## src/rtl/icfl_pkg.sv

```systemverilog
// ----------------------------------------------------------------------------
// icfl_pkg: shared types and codes of the inode cache table
// Word layouts of the request and response channels, command codes and the
// request word for the bucket remainder unit.
// ----------------------------------------------------------------------------
`default_nettype none

package icfl_pkg;

   localparam int NUM_W   = 32;
   localparam int IDX_W   = 6;
   localparam int CMD_W   = 3;
   localparam int DIGIT_W = 4;
   localparam int DIGITS  = NUM_W / DIGIT_W;

   localparam logic [CMD_W-1:0] CMD_LOOKUP  = 3'd0;
   localparam logic [CMD_W-1:0] CMD_ALLOC   = 3'd1;
   localparam logic [CMD_W-1:0] CMD_INSERT  = 3'd2;
   localparam logic [CMD_W-1:0] CMD_REMOVE  = 3'd3;
   localparam logic [CMD_W-1:0] CMD_RELEASE = 3'd4;

   typedef struct packed {
      logic [CMD_W-1:0] command;
      logic [NUM_W-1:0] inode_number;
      logic [IDX_W-1:0] entry_index;
   } req_type;

   typedef struct packed {
      logic             success;
      logic [IDX_W-1:0] result_entry;
   } rsp_type;

   typedef struct packed {
      logic    valid;
      rsp_type data;
   } fin_type;

   typedef struct packed {
      logic             start;
      logic [NUM_W-1:0] value;
   } mod_cmd_type;

endpackage

`default_nettype wire

```

## src/rtl/icfl_mod.sv

```systemverilog
// ----------------------------------------------------------------------------
// icfl_mod: bucket remainder unit
// Computes a number modulo BUCKETS, four bits per cycle, restoring style.
// ----------------------------------------------------------------------------
`default_nettype none

module icfl_mod #(
   parameter int BUCKETS = 16,
   parameter int BW      = (BUCKETS > 1) ? $clog2(BUCKETS) : 1
) (
   input  wire logic                 clock,
   input  wire logic                 reset,
   input  wire icfl_pkg::mod_cmd_type cmd,
   output logic                      busy,
   output logic [BW-1:0]             rem
);

   import icfl_pkg::*;

   localparam int CNT_W = $clog2(DIGITS);

   logic             busy_ff, busy_in;
   logic [CNT_W-1:0] cnt_ff, cnt_in;
   logic [NUM_W-1:0] val_ff, val_in;
   logic [BW:0]      rem_ff, rem_in;

   always_comb begin
      logic [BW:0] r;
      r       = rem_ff;
      for (int k = 0; k < DIGIT_W; k++) begin
         r = {r[BW-1:0], val_ff[NUM_W-1-k]};
         if (r >= (BW+1)'(BUCKETS)) begin
            r = r - (BW+1)'(BUCKETS);
         end
      end
      busy_in = busy_ff;
      cnt_in  = cnt_ff;
      val_in  = val_ff;
      rem_in  = rem_ff;
      if (cmd.start) begin
         busy_in = 1'b1;
         cnt_in  = '0;
         val_in  = cmd.value;
         rem_in  = '0;
      end else if (busy_ff) begin
         val_in = val_ff << DIGIT_W;
         rem_in = r;
         cnt_in = cnt_ff + 1'b1;
         if (cnt_ff == CNT_W'(DIGITS - 1)) begin
            busy_in = 1'b0;
         end
      end
   end

   always_ff @(posedge clock) begin
      if (reset) begin
         busy_ff <= 1'b0;
         cnt_ff  <= '0;
      end else begin
         busy_ff <= busy_in;
         cnt_ff  <= cnt_in;
      end
      val_ff <= val_in;
      rem_ff <= rem_in;
   end

   assign busy = busy_ff;
   assign rem  = rem_ff[BW-1:0];

endmodule

`default_nettype wire

```

## config.mk

```make
export PLATFORM = sky130hd
export DESIGN_NAME = icfl_mod
export DESIGN_NICKNAME = d
export VERILOG_FILES = /design/src/rtl/icfl_pkg.sv /design/src/rtl/icfl_mod.sv
export SDC_FILE = /design/constraint.sdc
export NUM_CORES = 1
export LEC_CHECK = 0
export ABC_CLOCK_PERIOD_IN_PS = 1910
export BUFFER_PORTS_ARGS = -buffer_cell sky130_fd_sc_hd__buf_2
export CAP_MARGIN = 40
export CORE_MARGIN = 2
export CORE_UTILIZATION = 35
export DETAILED_ROUTE_END_ITERATION = 6
export PLACE_DENSITY = 0.66
export SLEW_MARGIN = 25
export SYNTH_ARGS = -nofsm -noshare
export SYNTH_HDL_FRONTEND = slang
export SYNTH_SLANG_ARGS = --single-unit
```

## constraint.sdc

```tcl
create_clock -name clock -period 1.91 [get_ports clock]
set_input_delay 0.382 -clock clock [delete_from_list [all_inputs] [get_ports clock]]
set_output_delay 0.382 -clock clock [all_outputs]
set_load 0.05 [all_outputs]
```

; ---- Word level (Yosys, flattened, before mapping)
; Cells that the tools add are included.
[totals]
input_bits = 35
wordCells = 25
reg_bits = 40
[classes]
eq_ne = 1
n_lt_le_gt_ge = 4
addsub = 5
n_reduce_logical = 2
n_mux = 9
[ops]
columns = operator, n
row1 = 32-bit 2-to-1 mux, 2
row2 = "5-bit greater-or-equal comparator, second input constant", 4
row3 = 4-bit 2-to-1 mux, 4
row4 = "4-bit by 1-bit subtractor with 4-bit output, second input constant", 4
row5 = "3-bit by 1-bit adder with 3-bit output, second input constant", 1
row6 = "3-bit == test, second input constant", 1
row7 = 1-bit 2-to-1 mux, 3
row8 = 2-bit nonzero test, 1
row9 = 2-bit OR reduction, 1

; ---- Longest topological paths before layout
[logic_depth]
depth_word = 8
ltp_mapped = 4
ltp_nobuf = 4

; ---- Least setup slack after synthesis
; OpenSTA, ideal clock, no wires.
[synth_timing]
path_type = register to register
start = register busy_ff, in the netlist busy
end = register val_ff[0] (enable)
path_buffers = 1
period_less_slack_ns = 1.739
path_stages_with_launch = 3
arrival_ns = 1.364
setup_time_ns = 0.375
slack_ns = 0.171
cell_sequence = dfxtp_1 -> buf_4 -> or2_2
[synth_between]
elab_chain_len = 1
[synth_rtl]
columns = item, line_no
row1 = start: declaration, icfl_mod.sv:22  ; logic busy_ff, busy_in;
row2 = start signal: assignment, icfl_mod.sv:60  ; busy_ff <= busy_in;
row3 = 2-bit nonzero test (no line), --
row4 = end signal: assignment, icfl_mod.sv:63  ; val_ff <= val_in;
row5 = end: declaration, icfl_mod.sv:24  ; logic [NUM_W-1:0] val_ff, val_in;
; Every way passes these cells.
; A chain may end at the register's enable or synchronous reset.

; ---- Final worst setup path
[layout_timing]
start = register busy_ff, in the netlist busy
end = output port busy
[layout_rtl]
columns = item, line_no
row1 = end: declaration, icfl_mod.sv:14  ; output logic busy,
; No word-level cell between the ends.

==> results.toml <==
[status]
status = "finished clean"

[placement]
numPlacedInstances = 201
dp_slack_ps = 405.0
detailedPlacementHpwl_um = 1880
placed_area_mm2 = 0.002009
io_buffers = 39
place.gp.congestion = 0.6832

[yosys]
yosys.area.top_type_share_pct = 53.89
synth_seq_cells = 40
netlist_area_mm2 = 0.001783
synth_most_common_cell = "edfxtp_1"
synth_cells = 98
yosys.cell_types.count = 18
async_flop_share_pct = 0
yosys.area.top_type = "edfxtp_1"
ys_seq_area_share_pct = 62.88
synth_edf_count = 32
synth_ff_type = "edfxtp_1"
synth.area.top_cells = "edfxtp_1 (54%), mux2_4 (23%), dfxtp_1 (9.0%), mux2i_1 (3.4%), buf_12 (2.2%)"
synth_common_cells = "edfxtp_1 (32), mux2_4 (27), dfxtp_1 (8)"
yosys_warnings = 0
synth_nets = 135
avgSynthCellArea_um2 = 18.19

[floorplan]
fp.dieH_um = 75.38
rows = 25
ios = 40
initial_core_util_pct = 37.01
die_x_um = 75.38
die_area_mm2 = 0.005681
core_mm2 = 0.004817

[pwr]
power.internal_w = 0.001426
power_switching_w = 0.0004028
power_frac_seq_pct = 58.1
power_frac_clock_pct = 28.8
share_comb_of_total_power_pct = 13.1
p_leak_nw = 0.9111
peakVddDrop_uv = 418.0
netSwitchingFraction_pct = 22.03
pwr_density_cell_mw_per_mm2 = 875.1
power_w = 0.001829

[route]
ant_nets = 0
wirelength_um = 2846
vias_per_cell = 4.297
wl_per_cell_um = 13.62
first_pass_iters = 4
drt_iter0_drc = 28
num_vias = 898
drc = 0

[global_route]
grt_pass1_vias = 967
grt_remaining_overflow = 0
grt_usage_pct = 10.71
antenna_found_initial = 0
grt_max_degree = 33
grt_pass1_wl_um = 4360

[timing]
period_share_pct = 78.04
slew_violations = 0
worst_slew_pin_slew_ps = 757.0
rsz0062_at_grt = "no"
finalHoldViolations = 0
relSlewSlack_pct = 49.53
setup_violations = 0
skew_ps = 4.773
fin_crit_ps = 1490
finalWorstSetupSlack_ps = 419.5
fmax_mhz = 670.9
tns_ps = 0

[critical_path]
cp-endpoint = "busy"
rr_endpoint = "val_ff[30]$_DFFE_PP_"
worst-endpoint-arrival_ps = 1110
worstSetupPathType = "flip-flop to primary output"
r2r_cells = 1
crit_path_start_kind = "flip-flop"
worstPathRequired_ps = 1530
end_kind = "primary output"
path_max_fanout = 9
regToRegSetupSlack_ps = 560
r2r-start = "busy$_SDFF_PP0_"
critical_path.startpoint = "busy$_SDFF_PP0_"

[cells_and_area]
antenna_cells = 0
nFillCells = 464
area_delta_synth_final_pct = 17.19
drive_above_1_share_pct = 53.52
final_nets = 178
final_cells = 209
design_area_mm2 = 0.002090

[clock_network]
clockBufferDepth = 2
cts-resized-gates = 0
cts_root_buf = "clkbuf_8"
clk_latency_ps = 290
ctsHoldBuffers = 0
cts_max_level = 2
clkSlewWorstSetupHoldPaths_ps = 70
post-cts-setup-buffer-count = 0
cts_buffers = 5
cts_tree = "yes"
cts_sinks = 40

[job]
drv_cap = 0

[hold_path]
min_path_type = "primary input to flip-flop"
-- layer usage --
layer	up-vias	track usage, %	routed length [um]
li1	446	-	-
met1	419	13.64	1361
met2	33	16.71	1281
met3	0	5.556	203
met4	0	1.754	0
met5	-	0	0
-- layout by cell type, fill, tap and decap left out, drive strengths merged, types with 2 or more instances in the layout --
cell	instances
and2	4
buf	42
clkbuf	7
dfxtp	8
edfxtp	32
ha	2
mux2	28
mux2i	6
nor2	4
nor3	3
-- how the worst min path moves through the flow --
stage | startpoint | to | cells after the start
2_1_floorplan | reset | busy$_SDFF_PP0_ | 1
6_report | reset | busy$_SDFF_PP0_ | 2
3_3_place_gp | val_ff[31]$_DFFE_PP_ | rem_ff[3]$_SDFFE_PP0P_ | 2
4_1_cts | reset | busy$_SDFF_PP0_ | 2
5_1_grt | reset | cnt_ff[0]$_SDFFE_PP0P_ | 2
3_5_place_dp | val_ff[31]$_DFFE_PP_ | rem_ff[3]$_SDFFE_PP0P_ | 2
-- through the flow --
| step | utilization, % | hold WS (ps) |
|---|---|---|
| detailed placement | 41.71 | 475.8 |
| CTS | 43.38 | 281.4 |
| finish | 43.38 | 294.5 |
| global route | 43.38 | 294.3 |
| floorplan | - | 451.1 |
| global placement | 41.71 | 466.4 |
-- sequential cells by signal (all words and copies together), names as in the netlist --
signal,cells
busy,1
cnt_ff,3
rem_ff,4
val_ff,32
-- critical path, cell delays in order, from the launching register on --
cell,delay (ps)
dfxtp_1,350
buf_4,200
buf_2,280
-- power groups by stage --
stage	Sequential (W)	Combinational (W)	Clock, W
final	0.00106	0.000239	0.000527
after global routing	0.00107	0.000257	0.000587
after CTS	0.00106	0.000242	0.000549
after detailed placement	0.00108	0.000240	0
after global placement	0.00108	0.000232	0
after floorplan	0.00110	0.000161	0
-- kinds of logic after synthesis --
kind of cell             Yosys count  synth area share (%)
AND/OR/NAND/NOR                   13                 3.789
adder cells (fa/ha/maj)            2                 1.403
multiplexers                      34                 26.74
flip-flops                        40                 62.88
XOR/XNOR                           1                0.4913
buffers and inverters              7                 4.421
AO/OA/AOI/OAI                      1                0.2804
-- layout make-up --
cell class	count	area (um^2)	share of cell area, %
Clock inverter	1	3.754	0.1796
Timing Repair Buffer	42	217.7	10.42
Clock buffer	7	76.32	3.653
Inverter	1	3.754	0.1796
Sequential cell	40	1121	53.65
Tap cell	67	83.83	4.012
Multi-Input combinational cell	51	583.1	27.90
(Power assumes the default switching activity.)
