`src/rtl/icfl_ram.sv`:
```
// ----------------------------------------------------------------------------
// icfl_ram: generic simple dual-port RAM
// One write port, one read port, registered read data.
// ----------------------------------------------------------------------------
`default_nettype none

module icfl_ram #(
   parameter int WIDTH = 8,
   parameter int DEPTH = 64,
   parameter int AW    = (DEPTH > 1) ? $clog2(DEPTH) : 1
) (
   input  wire logic             clock,
   input  wire logic             wr_en,
   input  wire logic [AW-1:0]    wr_addr,
   input  wire logic [WIDTH-1:0] wr_data,
   input  wire logic [AW-1:0]    rd_addr,
   output logic      [WIDTH-1:0] rd_data
);

   logic [WIDTH-1:0] mem_ff [DEPTH];

   always_ff @(posedge clock) begin
      if (wr_en) begin
         mem_ff[wr_addr] <= wr_data;
      end
      rd_data <= mem_ff[rd_addr];
   end

endmodule

`default_nettype wire

```
`config.mk`:
```
export PLATFORM = sky130hd
export DESIGN_NAME = icfl_ram
export DESIGN_NICKNAME = d
export VERILOG_FILES = /design/src/rtl/icfl_ram.sv
export SDC_FILE = /design/constraint.sdc
export NUM_CORES = 1
export LEC_CHECK = 0
export ABC_AREA = 0
export BUFFER_PORTS_ARGS = -buffer_cell sky130_fd_sc_hd__buf_2
export CAP_MARGIN = 20
export CORE_ASPECT_RATIO = 0.5
export CORE_UTILIZATION = 57
export CTS_BUF_LIST = sky130_fd_sc_hd__clkbuf_4
export CTS_CLUSTER_DIAMETER = 40
export CTS_CLUSTER_SIZE = 30
export DETAILED_ROUTE_END_ITERATION = 16
export GPL_TIMING_DRIVEN = 0
export PLACE_DENSITY = 0.72
export SLEW_MARGIN = 30
export SYNTH_ARGS = -nofsm -noshare
export SYNTH_HDL_FRONTEND = slang
export SYNTH_SLANG_ARGS = --single-unit
```
`constraint.sdc`:
```
create_clock -name clock -period 4.7 [get_ports clock]
set_clock_uncertainty 0.15 [all_clocks]
set_input_delay 0.47 -clock clock [delete_from_list [all_inputs] [get_ports clock]]
set_output_delay 0.47 -clock clock [all_outputs]
set_load 0.01 [all_outputs]
```
# [Yosys cells after proc, flatten, opt, wreduce, memory -nomap -nowiden]
# Memories as Yosys holds them, arrays and structs flattened. A register that Yosys moved wholly into a read port is not among the register bits.
# Index checks and enable logic that the tools add are counted.
[classes] muxes=2
[op_table] op="1-bit two-way mux" n=2
[totals] out_inout_bits=8 reg_bits=0 n_memories=1 ram_bits=512
[mem_list] name="mem_ff" depth=64 width=8 rd=1 rd_clocked_by_memory_dff=1 write_ports=1 line="20" source="logic [WIDTH-1:0] mem_ff [DEPTH];"

# [Logic depth before layout (Yosys ltp)]
# Gate-level depths: netlist (run 1).
[depth] ltp_word=2 depth_mapped=9

# [Least setup slack after synthesis (run 1)]
# Ideal clock, no wire load.
[synth_timing] path_kind="input port to flip-flop" start="input rd_addr[1]" end="register rd_data[3] (read register of mem_ff)" setup_ps=128 arrival_ps=2010 slack_ps=2412 cell_stages=7 path_cell_list="buf_4 > buf_2 > buf_2 > mux4_2 > mux4_2 > o21ai_1 > o41ai_1"
[synth_rtl] item="start: declaration" line="16" source="input wire logic [AW-1:0] rd_addr,"
[synth_rtl] item="end: declaration" line="17" source="output logic [WIDTH-1:0] rd_data"

==> summary.txt, run 1 <==
Routing
  – DRC viols: 0
  – Final WL: 45500 µm
  – Drt via density: roughly 6.5
  – Wire length per cell: ~30 µm
  – Iter 0 DRT Violations: 1483
  – Vias: 9766
  – Detailed Routing Iterations Pass 1: 5
  – Post-route ant nets: 0

Worst setup path
  – Crit Path Class: in2reg
  – CP max stage delay: a little under 0.8 ns
  – Worst Path Max Fanout: 10
  – Critical Path AT: between 3 and 4 ns
  – Cell Chain, Critical Path: buf_4, buf_2, buf_1, nand2_1, a211oi_1, nor4_1, nor3_1, o32ai_1
  – Critical path required time: 5.19 ns
  – Reg-to-Reg End: rd_data[6]
  – Worst r2r src: mem_ff[28][6]
  – Critical Path End: rd_data[6]
  – Worst R2R Setup Slack: around 2.3 ns
  – CP startpoint kind: input port
  – R2R depth: 5
  – Critical Path End Type: flop
  – CP max stage cell: buf_1
  – Worst setup path start: rd_addr[1]

Die
  – Die Area: 36200 µm²
  – Die width: 268 µm
  – Initial core utilization: 58.2%
  – Die height: approximately 140 µm
  – Number of cell rows: 48
  – Core Area: 34700 µm²
  – Top Ports: 30

Power
  – Pwr Total: 7740 µW
  – Lkg Pwr: approximately 0.0065 µW
  – Max IR drop VDD: 0.157 mV
  – P per Cell Area: approximately 360 nW/µm²

Logic synthesis
  – Post-synthesis mux area share: 15.9%
  – Post-synthesis sequential area ratio: 77.0%
  – Synth top area cells: edfxtp_1, mux4_2, nor2_1
  – Synth cell types: 40
  – Count leader, synth: edfxtp_1
  – Most area-hungry cell type in the Yosys netlist: edfxtp_1
  – EDFF count, synth: 512
  – Xor-xnor portion of the synthesized cell area: 0%
  – Compound-Gate Fraction of Synth Area: 2.07%
  – Yosys Warn Count: 0
  – Synth Area in Adders: 0%
  – Syn nets: 962
  – Post-Syn Area: 20200 µm²
  – Post-Synth Simple-Gate Area: 3.39%
  – Cells after Synth: 940
  – Main flop type after synthesis: edfxtp_1
  – Post-synth ARST share: 0%
  – Share of the synthesized area in the top cell type: between 70% and 80%
  – Yosys reg bits: 520
  – Commonest cells in the netlist: edfxtp_1, mux4_2, nor2_1
  – Mean post-synth cell area: 21.5 µm²
  – Largest family of logic cells by synthesized area: multiplexers

Placed design
  – Placed cells: approximately 1.4k
  – Final HPWL DP: ~29000 µm
  – Gpl congestion: 0.912
  – Port Buffers: 21

Job
  – Max_cap viols: 0

Global route
  – Vias in the first global route: about 9.6k
  – Largest net degree at the start of global routing: 65
  – Initial antenna violation count: 1
  – Global-route wire length before repair: between 60000 and 70000 µm
  – Congestion Overflow GR: 0
  – Gr usage total: 26.1%

Clock tree
  – Clk_lat worst skew: just under 0.8 ns
  – Root buffer cell: clkbuf_4
  – Resize count post-CTS: 0
  – Reg clk slew, reported paths: 0.21 ns
  – H-tree depth: 2
  – CTS tree: built
  – CTS Buf Count: 36
  – Clock Tree Buf Depth: 3
  – TritonCTS Sinks: between 500 and 600

STA
  – Final setup viols: 0
  – Slew HR: 35.4%
  – Endpoints failing hold: 0
  – Max Slew Vio Count: 0
  – Sum Neg Setup Slack: 0 ns
  – Minimum clock period: 2.65 ns
  – RSZ-0062 raised after global routing: false
  – Slew @ Worst Pin: 0.966 ns
  – Final period util: 56.3%
  – FMAX: 0.378 GHz

Worst hold path
  – Worst min-delay path category: in2reg
  – Hold Startpoint: wr_data[7]

Outcome
  – Status: finished clean

Finish
  – Area added between synthesis and finish: 6.66%
  – Final std cells w/o fill: ~1.5k
  – Layout cells sized above 1: 25.1%
  – Nets@finish: approximately 1.0k
  – Layout fillers: 2380
## routing by layer
metal | wire length (µm) | vias to the layer above | global-route usage, %
met2 | 20700 | 553 | 38.5
met1 | 18100 | 5084 | 38.6
met3 | 5510 | 83 | 7.71
met4 | 1140 | 0 | 7.27
li1 | - | 4046 | -
met5 | 0 | - | 0
## final cells by class
class	count	area [µm²]	area share (%)
Buffer	51	317	1.47
Clock buffer	39	293	1.36
Tap cell	475	594	2.76
Clock inverter	25	279	1.30
Sequential cell	520	15500	72.2
Antenna cell	1	2.50	0.0116
Timing Repair Buffer	23	160	0.745
Multi-Input combinational cell	369	4330	20.1
## what timing repair did
item                                   4_1_cts  5_1_grt
hold buffers                                 1        0
buffers inserted                             0        0
endpoints found under the hold margin        3        0
## cells by family (layout without fill, tap and decap cells)
group / count (synthesis) / after routing
AND/OR/NAND/NOR: 153 / 153
multiplexers: 162 / 162
flip-flops: 520 / 520
AO/OA/AOI/OAI: 54 / 54
other: 0 / 1
buffers and inverters: 51 / 138
## critical path: cells and delay by family
| family | cells | cell delay [ns] |
|---|---|---|
| compound gates | 2 | 0.55 |
| buf+inv | 3 | 1.33 |
| simple gates | 3 | 0.78 |
## worst min-delay path by stage
stage,to,slack [ns],cells past startpoint
2_1_floorplan,mem_ff[0][0],0.42,0
3_3_place_gp,rd_data[5],0.68,2
3_5_place_dp,rd_data[3],0.69,2
4_1_cts,mem_ff[58][1],0.05,1
5_1_grt,mem_ff[50][7],0.01,1
6_report,mem_ff[50][7],0.06,1
## cell usage in the layout, fill, tap and decap left out, drive strengths merged, types with 13 or more instances in the layout
| cell type | synthesis | layout |
|---|---|---|
| edfxtp | 512 | 512 |
| mux4 | 126 | 126 |
| nand3 | 13 | 13 |
| nand2 | 19 | 19 |
| mux2i | 23 | 23 |
| clkbuf | 17 | 56 |
| nor2 | 83 | 83 |
| mux2 | 13 | 13 |
| buf | 34 | 56 |
| nor2b | 14 | 14 |
## metrics by stage
stage | setup slack [ns] | area [µm²] | utilization, % | hold slack (ns)
after CTS | 2.18 | 21500 | 62.0 | 0.0469
final | 2.05 | 21500 | 62.1 | 0.0576
after detailed placement | 1.33 | 20900 | 60.4 | 0.691
after global placement | 1.41 | 20900 | 60.2 | 0.678
after global routing | 2.05 | 21500 | 62.1 | 0.0136
after floorplan | 2.41 | 20200 | - | 0.419
## registers in the layout (all words and copies together) (netlist names)
register  flops
mem_ff      512
rd_data       8
## power breakdown
group	internal, µW	leakage, µW	switching, µW
combinational	185	0.00156	325
sequential	5130	0.00467	8.74
clock	564	0.000311	1530
total	5880	0.00654	1870
(Power assumes the default switching activity.)
==> inputs of run 2 (changes only) <==
==> constraint.sdc (replaced) <==
create_clock -name clock -period 2.7 [get_ports clock]
set_clock_uncertainty 0.15 [all_clocks]
set_input_delay 0.27 -clock clock [delete_from_list [all_inputs] [get_ports clock]]
set_output_delay 0.27 -clock clock [all_outputs]
set_load 0.01 [all_outputs]
==> summary.txt, run 2 (same netlist as run 1, synthesis figures left out) <==
Outcome
  – Status: finished clean

Clock tree
  – CTS Buf Count: 36
  – Clock Tree Buf Depth: 3
  – TritonCTS Sinks: 520
  – Resize count post-CTS: 0
  – CTS tree: built
  – Clk_lat worst skew: ~0.8 ns
  – Setup Fix Bufs, Post-CTS: 0
  – H-tree depth: 2
  – Reg clk slew, reported paths: 0.19 ns
  – Root buffer cell: clkbuf_4
  – Post-CTS Hold Buffers: 15

Die
  – Die width: 268 µm
  – Top Ports: 30
  – Initial core utilization: between 50% and 60%
  – Die Area: 36200 µm²
  – Number of cell rows: 48
  – Core Area: around 35000 µm²
  – Die height: 135 µm

Routing
  – Post-route ant nets: 0
  – DRC viols: 0
  – Wire length per cell: 30.1 µm
  – Iter 0 DRT Violations: 1386
  – Detailed Routing Iterations Pass 1: 5
  – Final WL: about 46000 µm
  – Vias: ~10k
  – Drt via density: 6.51

Global route
  – Initial antenna violation count: 1
  – Global-route wire length before repair: 65000 µm
  – Gr usage total: about a quarter
  – Vias in the first global route: 9638
  – Largest net degree at the start of global routing: 65
  – Congestion Overflow GR: 0

Worst setup path
  – Critical Path End Type: flop
  – Crit Path Class: in2reg
  – CP startpoint kind: input port
  – Critical path required time: 2.95 ns
  – Critical Path AT: a little under 3 ns
  – Worst Path Max Fanout: 10

Power
  – P per Cell Area: 622 nW/µm²
  – Lkg Pwr: roughly 0.0066 µW
  – Max IR drop VDD: 0.274 mV

Finish
  – Number of flip-flops in the largest register: 512
  – Reg area: approximately 16000 µm²
  – Final core area utilization: between 60% and 70%
  – Layout cells sized above 1: 24.7%
  – Area added between synthesis and finish: 7.40%
  – Nets@finish: 1038
  – Multi-input gate area: 4330 µm²
  – Commonest non-fill, non-tap cells in the layout: edfxtp_1, mux4_2, nor2_1
  – Reg with most FFs: mem_ff
  – Most common cell after layout, fill and taps aside: edfxtp_1
  – Regs by FF count: mem_ff: 512 flops, rd_data: 8 flops
  – Layout fillers: 2366

Placed design
  – Pre-CTS setup slack: -0.467 ns
  – Port Buffers: 21
  – Final HPWL DP: 29400 µm
  – Gpl congestion: 0.912

STA
  – Minimum clock period: 2.69 ns
  – Final period util: 99.8%
  – Endpoints failing hold: 0
  – Max Slew Vio Count: 0
  – Slew HR: between 30% and 40%
  – Slew @ Worst Pin: roughly 0.96 ns
  – Final setup viols: 0
  – RSZ-0062 raised after global routing: false
  – Sum Neg Setup Slack: 0 ns
  – Final worst slack: 0.00608 ns
  – FMAX: approximately 0.37 GHz

Job
  – Max_cap viols: 0

Worst hold path
  – Worst min-delay path category: in2reg
==> run 2: cell types whose count changed in the layout (fill, tap and decap cells not counted), sizes merged <==
cell	previous run	this run
dlygate4sd3	1	16
==> run 2: layout make-up <==
class | count | area share [%]
clock buffers | 39 | 1.35
plain buffers | 51 | 1.46
diodes | 1 | 0.0116
well taps | 475 | 2.74
clock inverters | 25 | 1.29
flip-flops and latches | 520 | 71.7
multi-input cells | 369 | 20.0
repair buffers | 38 | 1.43
==> run 2: worst paths after layout <==
check	startpoint	endpoint	slack, ns	cells after the start
worst max-delay path	wr_addr[2]	mem_ff[45][0]	0.006	5
worst min register to register	mem_ff[34][0]	rd_data[0]	0.80	4
worst min-delay path	rd_addr[4]	rd_data[3]	0.18	4
worst max register to register	mem_ff[28][6]	rd_data[6]	0.31	5
==> run 2: report_power, final <==
part	internal (µW)	switching [µW]
logic	334	571
registers	8930	15.2
clock network	983	2650
total	10200	3230
==> run 2: metal layers <==
layer  up-vias  wire length (µm)  share of wire (%)  track usage [%]
met1      5119             18000                 40             38.9
met5         -                 0                  0                0
li1       4078                 -                  -                -
met2       609             20700                 45             38.3
met4         0              1120                2.5             7.27
met3        82              5760                 13             7.71
==> run 2: per-stage QoR <==
step | instance area [µm²] | hold slack, ns | power (µW) | instances
floorplan | 20200 | 0.219 | 9600 | 940
global placement | 20900 | 0.478 | 9970 | 1436
detailed placement | 20900 | 0.491 | 10000 | 1437
CTS | 21600 | 0.0507 | 13500 | 1516
global route | 21700 | 0.132 | 13800 | 1518
finish | 21700 | 0.182 | 13500 | 1518
==> run 2: worst max-delay path: stages <==
cell	delay [ns]
dlygate4sd3_1	0.55
clkbuf_1	0.35
nor2b_1	0.25
nand3_1	0.60
nor2_1	0.93
