[src/rtl/icfl_pkg.sv]
// ----------------------------------------------------------------------------
// icfl_pkg: shared types and codes of the inode cache table
// Word layouts of the request and response channels, command codes and the
// request word for the bucket remainder unit.
// ----------------------------------------------------------------------------
`default_nettype none

package icfl_pkg;

   localparam int NUM_W   = 32;
   localparam int IDX_W   = 6;
   localparam int CMD_W   = 3;
   localparam int DIGIT_W = 4;
   localparam int DIGITS  = NUM_W / DIGIT_W;

   localparam logic [CMD_W-1:0] CMD_LOOKUP  = 3'd0;
   localparam logic [CMD_W-1:0] CMD_ALLOC   = 3'd1;
   localparam logic [CMD_W-1:0] CMD_INSERT  = 3'd2;
   localparam logic [CMD_W-1:0] CMD_REMOVE  = 3'd3;
   localparam logic [CMD_W-1:0] CMD_RELEASE = 3'd4;

   typedef struct packed {
      logic [CMD_W-1:0] command;
      logic [NUM_W-1:0] inode_number;
      logic [IDX_W-1:0] entry_index;
   } req_type;

   typedef struct packed {
      logic             success;
      logic [IDX_W-1:0] result_entry;
   } rsp_type;

   typedef struct packed {
      logic    valid;
      rsp_type data;
   } fin_type;

   typedef struct packed {
      logic             start;
      logic [NUM_W-1:0] value;
   } mod_cmd_type;

endpackage

`default_nettype wire

[src/rtl/icfl_ctrl.sv]
// ----------------------------------------------------------------------------
// icfl_ctrl: command sequencer of the inode cache table
// Walks bucket chains and patches chain and free-list links in RAM,
// one read-modify-write at a time.
// ----------------------------------------------------------------------------
`default_nettype none

module icfl_ctrl #(
   parameter int ENTRIES = 64,
   parameter int BUCKETS = 16,
   parameter int IW      = $clog2(ENTRIES + 1),
   parameter int EW      = $clog2(ENTRIES),
   parameter int BW      = (BUCKETS > 1) ? $clog2(BUCKETS) : 1,
   parameter int LW      = 4 * IW + 2
) (
   input  wire logic                  clock,
   input  wire logic                  reset,
   input  wire logic                  req_valid,
   output logic                       req_stall,
   input  wire icfl_pkg::req_type     req_data,
   output icfl_pkg::fin_type          fin,
   input  wire logic                  rsp_free,
   output icfl_pkg::mod_cmd_type      mod_cmd,
   input  wire logic                  mod_busy,
   input  wire logic [BW-1:0]         mod_rem,
   output logic                       link_we,
   output logic [EW-1:0]              link_waddr,
   output logic [LW-1:0]              link_wdata,
   output logic [EW-1:0]              link_raddr,
   input  wire logic [LW-1:0]         link_rdata,
   output logic                       tag_we,
   output logic [icfl_pkg::NUM_W-1:0] tag_wdata,
   input  wire logic [icfl_pkg::NUM_W-1:0] tag_rdata,
   output logic                       bkt_we,
   output logic [BW-1:0]              bkt_waddr,
   output logic [IW-1:0]              bkt_wdata,
   output logic [BW-1:0]              bkt_raddr,
   input  wire logic [IW-1:0]         bkt_rdata
);

   import icfl_pkg::*;

   localparam int MAXN = (ENTRIES > BUCKETS) ? ENTRIES : BUCKETS;
   localparam int CW   = $clog2(MAXN);
   localparam logic [IW-1:0] NIL = IW'(ENTRIES);

   typedef struct packed {
      logic [IW-1:0] cn;
      logic [IW-1:0] cp;
      logic [IW-1:0] fn;
      logic [IW-1:0] fp;
      logic          tbl;
      logic          onf;
   } link_type;

   typedef enum logic [4:0] {
      S_CLR, S_IDLE, S_LK_MOD, S_LK_BKT, S_LK_CMP, S_AL_LD, S_FU_E,
      S_INS_CHK, S_INS_MOD, S_INS_BKT, S_INS_H, S_RM_CHK, S_RL_CHK,
      S_RL_TAIL, S_TU_START, S_TU_MOD, S_TU_BKT, S_NB_P, S_NB_N, S_DONE
   } state_type;

   state_type        state_ff, state_in;
   logic [NUM_W-1:0] num_ff, num_in;
   logic [NUM_W-1:0] tag_ff, tag_in;
   logic [IW-1:0]    e_ff, e_in;
   logic [IW-1:0]    p_ff, p_in;
   logic [IW-1:0]    n_ff, n_in;
   logic [IW-1:0]    fhead_ff, fhead_in;
   logic [IW-1:0]    ftail_ff, ftail_in;
   logic [IW-1:0]    res_ff, res_in;
   logic [BW-1:0]    b_ff, b_in;
   logic [CW-1:0]    clr_ff, clr_in;
   link_type         lk_ff, lk_in;
   logic             chain_ff, chain_in;
   logic             ok_ff, ok_in;
   fin_type          fin_ff, fin_in;

   always_comb begin
      link_type    lnk;
      link_type    w;
      logic [31:0] idx32;
      logic [31:0] clr32;
      logic [31:0] res32;
      lnk        = link_type'(link_rdata);
      w          = lnk;
      idx32      = 32'(req_data.entry_index);
      clr32      = 32'(clr_ff);
      res32      = 32'(res_ff);
      state_in   = state_ff;
      num_in     = num_ff;
      tag_in     = tag_ff;
      e_in       = e_ff;
      p_in       = p_ff;
      n_in       = n_ff;
      fhead_in   = fhead_ff;
      ftail_in   = ftail_ff;
      res_in     = res_ff;
      b_in       = b_ff;
      clr_in     = clr_ff;
      lk_in      = lk_ff;
      chain_in   = chain_ff;
      ok_in      = ok_ff;
      fin_in     = '0;
      link_we    = 1'b0;
      link_waddr = e_ff[EW-1:0];
      link_wdata = '0;
      link_raddr = e_ff[EW-1:0];
      tag_we     = 1'b0;
      tag_wdata  = num_ff;
      bkt_we     = 1'b0;
      bkt_waddr  = b_ff;
      bkt_wdata  = NIL;
      bkt_raddr  = b_ff;
      mod_cmd.start = 1'b0;
      mod_cmd.value = (state_ff == S_TU_START) ? tag_ff : req_data.inode_number;

      case (state_ff)
         S_CLR: begin
            // write reset links of one entry and one bucket per cycle
            w.cn = NIL;
            w.cp = NIL;
            w.fn = IW'(clr32 + 32'd1);
            w.fp = (clr32 == 32'd0) ? NIL : IW'(clr32 - 32'd1);
            w.tbl = 1'b0;
            w.onf = 1'b1;
            link_we    = (clr32 < ENTRIES);
            link_waddr = clr_ff[EW-1:0];
            link_wdata = w;
            bkt_we     = (clr32 < BUCKETS);
            bkt_waddr  = clr_ff[BW-1:0];
            bkt_wdata  = NIL;
            if (clr32 == MAXN - 1) begin
               state_in = S_IDLE;
            end else begin
               clr_in = clr_ff + 1'b1;
            end
         end
         S_IDLE: begin
            if (req_valid) begin
               num_in = req_data.inode_number;
               e_in   = idx32[IW-1:0];
               ok_in  = 1'b0;
               res_in = '0;
               case (req_data.command)
                  CMD_LOOKUP: begin
                     if (req_data.inode_number == '0) begin
                        state_in = S_DONE;
                     end else begin
                        mod_cmd.start = 1'b1;
                        state_in      = S_LK_MOD;
                     end
                  end
                  CMD_ALLOC: begin
                     if (fhead_ff == NIL) begin
                        state_in = S_DONE;
                     end else begin
                        e_in       = fhead_ff;
                        link_raddr = fhead_ff[EW-1:0];
                        state_in   = S_AL_LD;
                     end
                  end
                  CMD_INSERT: begin
                     if (idx32 >= ENTRIES || req_data.inode_number == '0) begin
                        state_in = S_DONE;
                     end else begin
                        link_raddr    = idx32[EW-1:0];
                        mod_cmd.start = 1'b1;
                        state_in      = S_INS_CHK;
                     end
                  end
                  CMD_REMOVE: begin
                     if (idx32 >= ENTRIES) begin
                        state_in = S_DONE;
                     end else begin
                        link_raddr = idx32[EW-1:0];
                        state_in   = S_RM_CHK;
                     end
                  end
                  CMD_RELEASE: begin
                     if (idx32 >= ENTRIES) begin
                        state_in = S_DONE;
                     end else begin
                        link_raddr = idx32[EW-1:0];
                        state_in   = S_RL_CHK;
                     end
                  end
                  default: begin
                     state_in = S_DONE;
                  end
               endcase
            end
         end
         S_LK_MOD: begin
            if (!mod_busy) begin
               bkt_raddr = mod_rem;
               b_in      = mod_rem;
               state_in  = S_LK_BKT;
            end
         end
         S_LK_BKT: begin
            if (bkt_rdata == NIL) begin
               state_in = S_DONE;
            end else begin
               e_in       = bkt_rdata;
               link_raddr = bkt_rdata[EW-1:0];
               state_in   = S_LK_CMP;
            end
         end
         S_LK_CMP: begin
            if (tag_rdata == num_ff) begin
               ok_in  = 1'b1;
               res_in = e_ff;
               lk_in  = lnk;
               state_in = lnk.onf ? S_FU_E : S_DONE;
            end else if (lnk.cn == NIL) begin
               state_in = S_DONE;
            end else begin
               e_in       = lnk.cn;
               link_raddr = lnk.cn[EW-1:0];
            end
         end
         S_AL_LD: begin
            lk_in    = lnk;
            ok_in    = 1'b1;
            res_in   = e_ff;
            state_in = S_FU_E;
         end
         S_FU_E: begin
            // take the entry off the free list, then patch its neighbors
            w     = lk_ff;
            w.fn  = NIL;
            w.fp  = NIL;
            w.onf = 1'b0;
            link_we    = 1'b1;
            link_wdata = w;
            if (fhead_ff == e_ff) fhead_in = lk_ff.fn;
            if (ftail_ff == e_ff) ftail_in = lk_ff.fp;
            p_in     = lk_ff.fp;
            n_in     = lk_ff.fn;
            chain_in = 1'b0;
            if (lk_ff.fp != NIL) begin
               link_raddr = lk_ff.fp[EW-1:0];
               state_in   = S_NB_P;
            end else if (lk_ff.fn != NIL) begin
               link_raddr = lk_ff.fn[EW-1:0];
               state_in   = S_NB_N;
            end else begin
               state_in = S_DONE;
            end
         end
         S_NB_P: begin
            if (chain_ff) w.cn = n_ff;
            else          w.fn = n_ff;
            link_we    = 1'b1;
            link_waddr = p_ff[EW-1:0];
            link_wdata = w;
            if (n_ff != NIL) begin
               link_raddr = n_ff[EW-1:0];
               state_in   = S_NB_N;
            end else begin
               state_in = S_DONE;
            end
         end
         S_NB_N: begin
            if (chain_ff) w.cp = p_ff;
            else          w.fp = p_ff;
            link_we    = 1'b1;
            link_waddr = n_ff[EW-1:0];
            link_wdata = w;
            state_in   = S_DONE;
         end
         S_INS_CHK: begin
            if (lnk.tbl) begin
               state_in = S_DONE;
            end else begin
               lk_in    = lnk;
               state_in = S_INS_MOD;
            end
         end
         S_INS_MOD: begin
            if (!mod_busy) begin
               bkt_raddr = mod_rem;
               b_in      = mod_rem;
               state_in  = S_INS_BKT;
            end
         end
         S_INS_BKT: begin
            // tag the entry and push it on the bucket head
            w     = lk_ff;
            w.cp  = NIL;
            w.cn  = bkt_rdata;
            w.tbl = 1'b1;
            link_we    = 1'b1;
            link_wdata = w;
            tag_we     = 1'b1;
            bkt_we     = 1'b1;
            bkt_wdata  = e_ff;
            ok_in      = 1'b1;
            n_in       = bkt_rdata;
            if (bkt_rdata != NIL) begin
               link_raddr = bkt_rdata[EW-1:0];
               state_in   = S_INS_H;
            end else begin
               state_in = S_DONE;
            end
         end
         S_INS_H: begin
            w.cp       = e_ff;
            link_we    = 1'b1;
            link_waddr = n_ff[EW-1:0];
            link_wdata = w;
            state_in   = S_DONE;
         end
         S_RM_CHK: begin
            if (!lnk.tbl) begin
               state_in = S_DONE;
            end else begin
               lk_in    = lnk;
               tag_in   = tag_rdata;
               state_in = S_TU_START;
            end
         end
         S_RL_CHK: begin
            if (lnk.onf) begin
               state_in = S_DONE;
            end else begin
               // append at the free-list tail
               tag_in = tag_rdata;
               w.fn   = NIL;
               w.fp   = ftail_ff;
               w.onf  = 1'b1;
               link_we    = 1'b1;
               link_wdata = w;
               lk_in      = w;
               ok_in      = 1'b1;
               ftail_in   = e_ff;
               n_in       = ftail_ff;
               if (ftail_ff != NIL) begin
                  link_raddr = ftail_ff[EW-1:0];
                  state_in   = S_RL_TAIL;
               end else begin
                  fhead_in = e_ff;
                  state_in = lnk.tbl ? S_TU_START : S_DONE;
               end
            end
         end
         S_RL_TAIL: begin
            w.fn       = e_ff;
            link_we    = 1'b1;
            link_waddr = n_ff[EW-1:0];
            link_wdata = w;
            state_in   = lk_ff.tbl ? S_TU_START : S_DONE;
         end
         S_TU_START: begin
            mod_cmd.start = 1'b1;
            state_in      = S_TU_MOD;
         end
         S_TU_MOD: begin
            if (!mod_busy) begin
               bkt_raddr = mod_rem;
               b_in      = mod_rem;
               state_in  = S_TU_BKT;
            end
         end
         S_TU_BKT: begin
            // drop the entry from its chain
            bkt_we    = (bkt_rdata == e_ff);
            bkt_wdata = lk_ff.cn;
            w     = lk_ff;
            w.cn  = NIL;
            w.cp  = NIL;
            w.tbl = 1'b0;
            link_we    = 1'b1;
            link_wdata = w;
            ok_in      = 1'b1;
            p_in       = lk_ff.cp;
            n_in       = lk_ff.cn;
            chain_in   = 1'b1;
            if (lk_ff.cp != NIL) begin
               link_raddr = lk_ff.cp[EW-1:0];
               state_in   = S_NB_P;
            end else if (lk_ff.cn != NIL) begin
               link_raddr = lk_ff.cn[EW-1:0];
               state_in   = S_NB_N;
            end else begin
               state_in = S_DONE;
            end
         end
         S_DONE: begin
            if (rsp_free) begin
               fin_in.valid             = 1'b1;
               fin_in.data.success      = ok_ff;
               fin_in.data.result_entry = res32[IDX_W-1:0];
               state_in                 = S_IDLE;
            end
         end
         default: begin
            state_in = S_IDLE;
         end
      endcase
   end

   always_ff @(posedge clock) begin
      if (reset) begin
         state_ff <= S_CLR;
         clr_ff   <= '0;
         fhead_ff <= '0;
         ftail_ff <= IW'(ENTRIES - 1);
         fin_ff   <= '0;
      end else begin
         state_ff <= state_in;
         clr_ff   <= clr_in;
         fhead_ff <= fhead_in;
         ftail_ff <= ftail_in;
         fin_ff   <= fin_in;
      end
      num_ff   <= num_in;
      tag_ff   <= tag_in;
      e_ff     <= e_in;
      p_ff     <= p_in;
      n_ff     <= n_in;
      res_ff   <= res_in;
      b_ff     <= b_in;
      lk_ff    <= lk_in;
      chain_ff <= chain_in;
      ok_ff    <= ok_in;
   end

   assign req_stall = (state_ff != S_IDLE);
   assign fin       = fin_ff;

endmodule

`default_nettype wire

[config.mk]
export PLATFORM = sky130hd
export DESIGN_NAME = icfl_ctrl
export DESIGN_NICKNAME = d
export VERILOG_FILES = /design/src/rtl/icfl_pkg.sv /design/src/rtl/icfl_ctrl.sv
export SDC_FILE = /design/constraint.sdc
export NUM_CORES = 1
export LEC_CHECK = 0
export ABC_AREA = 1
export BUFFER_PORTS_ARGS = -buffer_cell sky130_fd_sc_hd__buf_4
export CORE_ASPECT_RATIO = 0.75
export CORE_MARGIN = 2
export CORE_UTILIZATION = 45
export CTS_CLUSTER_DIAMETER = 150
export CTS_CLUSTER_SIZE = 8
export DETAILED_ROUTE_END_ITERATION = 10
export HOLD_SLACK_MARGIN = 0.02
export PLACE_DENSITY = 0.73
export SETUP_SLACK_MARGIN = 0.05
export SKIP_LAST_GASP = 1
export SYNTH_ARGS = -nofsm -noshare
export SYNTH_HDL_FRONTEND = slang
export SYNTH_SLANG_ARGS = --single-unit
[constraint.sdc]
create_clock -name clock -period 6.4 [get_ports clock]
set_clock_uncertainty 0.05 [all_clocks]
set_input_delay 0.32 -clock clock [delete_from_list [all_inputs] [get_ports clock]]
set_output_delay 0.32 -clock clock [all_outputs]
set_load 0.1 [all_outputs]
After elaboration in Yosys (flattened, before gate mapping)
Cells that the tools add are included.
{"block": "word_totals", "output_inout_bits": 134, "input_bits": 119, "register_bits": 160}
{"block": "op_classes", "mux": 97, "addsub": 3, "n_bitwise": 3, "n_eq_ne": 56, "n_reduce_logical": 32, "order_cmp": 1}
{"operator": "$pmux W30 S9", "count": 1}
{"operator": "$mux W30", "count": 5}
{"operator": "$pmux W30 S5", "count": 1}
{"operator": "$mux W7", "count": 17}
{"operator": "$mux W5", "count": 20}
{"operator": "$mux W32", "count": 3}
{"operator": "$mux W6", "count": 16}
{"operator": "$pmux W5 S19", "count": 1}
{"operator": "$pmux W32 S2", "count": 1}
{"operator": "$pmux W7 S2", "count": 4}
{"operator": "$pmux W6 S3", "count": 3}
{"operator": "$ne A7 B7 Y1 const B", "count": 7}
{"operator": "$pmux W6 S8", "count": 1}
{"operator": "$eq A5 B4 Y1 const B", "count": 8}
{"operator": "$eq A32 B32 Y1", "count": 1}
{"operator": "$logic_not A32 Y1", "count": 1}
{"operator": "$ne A2 B2 Y1 const B", "count": 16}
{"operator": "$pmux W7 S4", "count": 1}
{"operator": "$pmux W5 S5", "count": 1}
{"operator": "$eq A7 B7 Y1", "count": 3}
{"operator": "$eq A7 B7 Y1 const B", "count": 3}
{"operator": "$pmux W7 S3", "count": 1}
{"operator": "$eq A5 B3 Y1 const B", "count": 4}
{"operator": "$eq A5 B5 Y1 const B", "count": 4}
{"operator": "other kinds (35)", "count": 69}

Longest topological paths before layout
{"block": "depth", "word_depth": 5, "mapped_depth": 14}

Worst setup path after synthesis
OpenSTA, ideal clock, no wires.
{"block": "synth_path", "path_kind": "flip-flop to output port", "start": "register state_ff[0]", "end": "output mod_cmd[32] (netlist name)", "path_stages_with_launch": 7, "path_buffers": 0, "path_slack_ns": 1.076, "arrival_ns": 4.954, "cell_sequence": "dfxtp_1 nand2_4 nor2_2 nand2_2 nor2_1 nand2_1 o21ai_0"}
{"item": "from (decl)", "line": "icfl_ctrl.sv:62", "text": "state_type state_ff, state_in;"}
{"item": "from (signal assigned)", "line": "icfl_ctrl.sv:411", "text": "state_ff <= state_in;"}
{"item": "to (decl)", "line": "icfl_ctrl.sv:23", "text": "output icfl_pkg::mod_cmd_type mod_cmd,"}

Worst setup path after layout
{"block": "layout_path", "start": "register state_ff[2]", "end": "output link_wdata[8]"}
{"block": "layout_between", "elab_chain_cells": 2, "elab_cells_between_ends": 10}
{"item": "$eq A5 B5 Y1 (tied with other cells)", "line": "icfl_ctrl.sv:117", "text": "case (state_ff)"}
{"item": "$pmux W30 S9 (*)", "line": "icfl_ctrl.sv:117"}
{"item": "to (decl)", "line": "icfl_ctrl.sv:28", "text": "output logic [LW-1:0] link_wdata,"}
Every way passes the cells marked *; elsewhere a longest branch is shown, timed or not.

==> out/metrics.yaml <==
outcome:
  status: "finished clean"
timing:
  setup_viol: 0
  slew_headroom_pct: 22.7
  setup_slack_ns: 1.85
  slew_violations: 0
  hold_viol: 0
  finalCriticalPeriod_ns: 4.55
  rsz0062_at_grt: "false"
  max_freq_mhz: 220
  post-route-period-util_pct: 71.2
  worst_slew_pin_slew_ns: 1.15
  finalSetupTns_ns: 0
detailed_routing:
  wl_per_cell_um: 22.4
  ant_nets: 0
  drtPass1Iterations: 8
  routed_via_density: 5.86
  via_count: 11900
  drc: 0
  first_iter_violations: 2005
  drt-total-wl_um: 45600
place:
  gp_congestion: 1.07
  dpl.hpwl_um: 34400
  port_buffers: 252
  post_dp_cell_area_sq_mm: 0.0125
  place_ws_ns: 2.53
logic_synthesis:
  ys.flop_type: "edfxtp_1"
  async_flop_share_pct: 0
  yosysTopAreaCell: "edfxtp_1"
  syn_area_sq_mm: 0.0104
  syn-num-nets: 1535
  synth_seq_cells: 160
  synth_area_leaders: "edfxtp_1 36%, nand2_1 16%, dfxtp_1 7.1%"
  syn_area_per_cell_sq_um: 7.35
  synth_cells: 1414
  ys_types: 45
  synth-edff-count: 123
  ys_warn_count: 0
  synth_top_area_share_pct: 35.6
  ys_seq_area_share_pct: 42.7
grt:
  grt_usage_pct: 36.8
  grt_max_degree: 35
  grt_pass1_wl_um: 66800
  antenna_found_initial: 0
  grt-ovfl-total: 0
  grt_pass1_vias: 10800
clock_tree:
  clock_latency_ns: 0.45
  htreeDepth: 4
  cts_sinks: 160
  root_buffer: "clkbuf_16"
  clkTransAtPathRegs_ns: 0.07
  cts_tree: "built"
  cts_resized: 0
  cts.path.max_buffers: 2
  cts_buffers: 17
layout:
  nFillCells: 2120
  ff_latch_area_sq_mm: 0.00443
  final_cell_mix: "455 x nand2_1, 261 x buf_4, 169 x inv_1"
  antenna_cells: 0
  final_layout_size_suffix_gt1_share_pct: 20.1
  final_area_sq_mm: 0.0138
  multiInputGateArea_sq_mm: 0.00504
  final_common_cell: "nand2_1"
  syn_to_final_growth_pct: 33.1
  layout.nets: 1845
worst_setup_path:
  endpoint: "link_wdata[8]"
  crit_required_ns: 6.03
  critPathLaunch: "state_ff[2]"
  cp-start-kind: "flip-flop"
  worstSetupPathType: "reg2out"
  endpoint_kind: "primary output"
  rr_endpoint: "n_ff[6]"
  critPathMaxFanout: 25
  reg2reg_slack_ns: 2.68
  r2r_start: "state_ff[2]"
  r2r_cells: 7
  crit_arrival_ns: 4.18
floorplan:
  die_area_sq_mm: 0.0243
  rows: 48
  die-height_um: 136
  core_sq_mm: 0.0228
  die_x_um: 179
  start_util_pct: 45.5
  pin_count: 253
hold_path:
  hp-class: "in2reg"
power:
  power_density_mw_per_mm2: 310
  leakagePower_nw: 6.46
  irDropWorstVdd_mv: 0.318
flow_run:
  cap_violations: 0
==> metal layers <==
layer	vias to the layer above	share of wire, %	routed length [um]	global-route usage [%]
met3	127	15	6800	12.1
met1	5583	41	18800	53.9
met2	943	41	18700	51.8
met5	-	0	0	0
li1	5290	-	-	-
met4	0	2.9	1330	9.89
==> cell usage after synthesis, types with 4 or more instances <==
cell type and count:
a21oi_1 43, a221oi_1 9, a22oi_1 13, a31oi_1 4, buf_2 10, buf_4 4
buf_6 4, clkbuf_1 22, dfxtp_1 37, edfxtp_1 123, inv_1 169, inv_2 16
nand2_1 455, nand2_2 10, nand3_1 79, nand4_1 15, nor2_1 151, nor2_2 9
nor2_4 9, nor3_1 20, o2111ai_1 20, o211ai_1 11, o21ai_0 90, o221ai_1 8
o22ai_1 9, xnor2_1 34, xor2_1 12
==> report_power, final <==
part           switching [mW]  leakage, nW  internal [mW]
sequential             0.0655         1.41           1.18
combinational            1.56         4.76          0.417
clock                   0.456        0.290          0.599
==> state kept, by name, indices dropped and copies added (netlist names) <==
register	flops
fin	8
n_ff	7
tag_wdata	32
b_ff	4
chain_ff	1
lk_ff	30
tag_ff	32
state_ff	5
fhead_ff	7
res_ff	6
p_ff	7
e_ff	7
ok_ff	1
ftail_ff	7
clr_ff	6
==> metrics by stage <==
| stage | instances | hold WS (ns) | total power [mW] | utilization, % |
|---|---|---|---|---|
| final | 2037 | 0.0297 | 4.28 | 60.6 |
| after floorplan | 1414 | 0.339 | 2.67 | - |
| after global placement | 1935 | 0.400 | 3.16 | 54.9 |
| after detailed placement | 1935 | 0.404 | 3.17 | 54.9 |
| after CTS | 2037 | 0.0206 | 4.24 | 60.6 |
| after global routing | 2037 | 0.0265 | 4.38 | 60.6 |
==> critical path: stages (launching register included) <==
cell and delay, ns:
dfxtp_1 0.38, nor2_4 0.23, nand2_1 0.12, nor2_2 0.82, inv_1 0.56, nand2_1 0.61
inv_1 0.26, o22ai_1 0.20, a21oi_1 0.06, o211ai_1 0.14, buf_4 0.33
==> timing repair <==
item | 4_1_cts | 5_1_grt
hold endpoints to repair | 70 | 0
hold buffers | 70 | 0
setup buffers | 0 | 0
==> logic make-up (layout without fill, tap and decap cells) <==
kind of cell,Yosys count,after routing,share of synthesized area (%)
AND/OR/NAND/NOR,760,760,31.3
buffers and inverters,227,550,8.83
AO/OA/AOI/OAI,219,219,13.0
flip-flops,160,160,42.7
XOR/XNOR,46,46,3.88
adder cells (fa/ha/maj),2,2,0.241
==> layout make-up <==
type                            count  share of cell area (%)
Multi-Input combinational cell   1027                    36.5
Sequential cell                   160                    32.1
Timing Repair Buffer              331                    19.2
Inverter                          187                    5.13
Clock buffer                       23                    3.62
Tap cell                          300                    2.72
Clock inverter                      9                   0.697
==> worst min-delay path by stage <==
stage,start,cells after the start,to
finish,req_data[7],1,tag_wdata[1]
global route,req_data[7],1,tag_wdata[1]
CTS,req_data[7],1,tag_wdata[1]
detailed placement,res_ff[4],2,fin[4]
global placement,res_ff[3],2,fin[3]
floorplan,reset,1,clr_ff[2]
No activity file was read; power rests on OpenSTA's default activity.
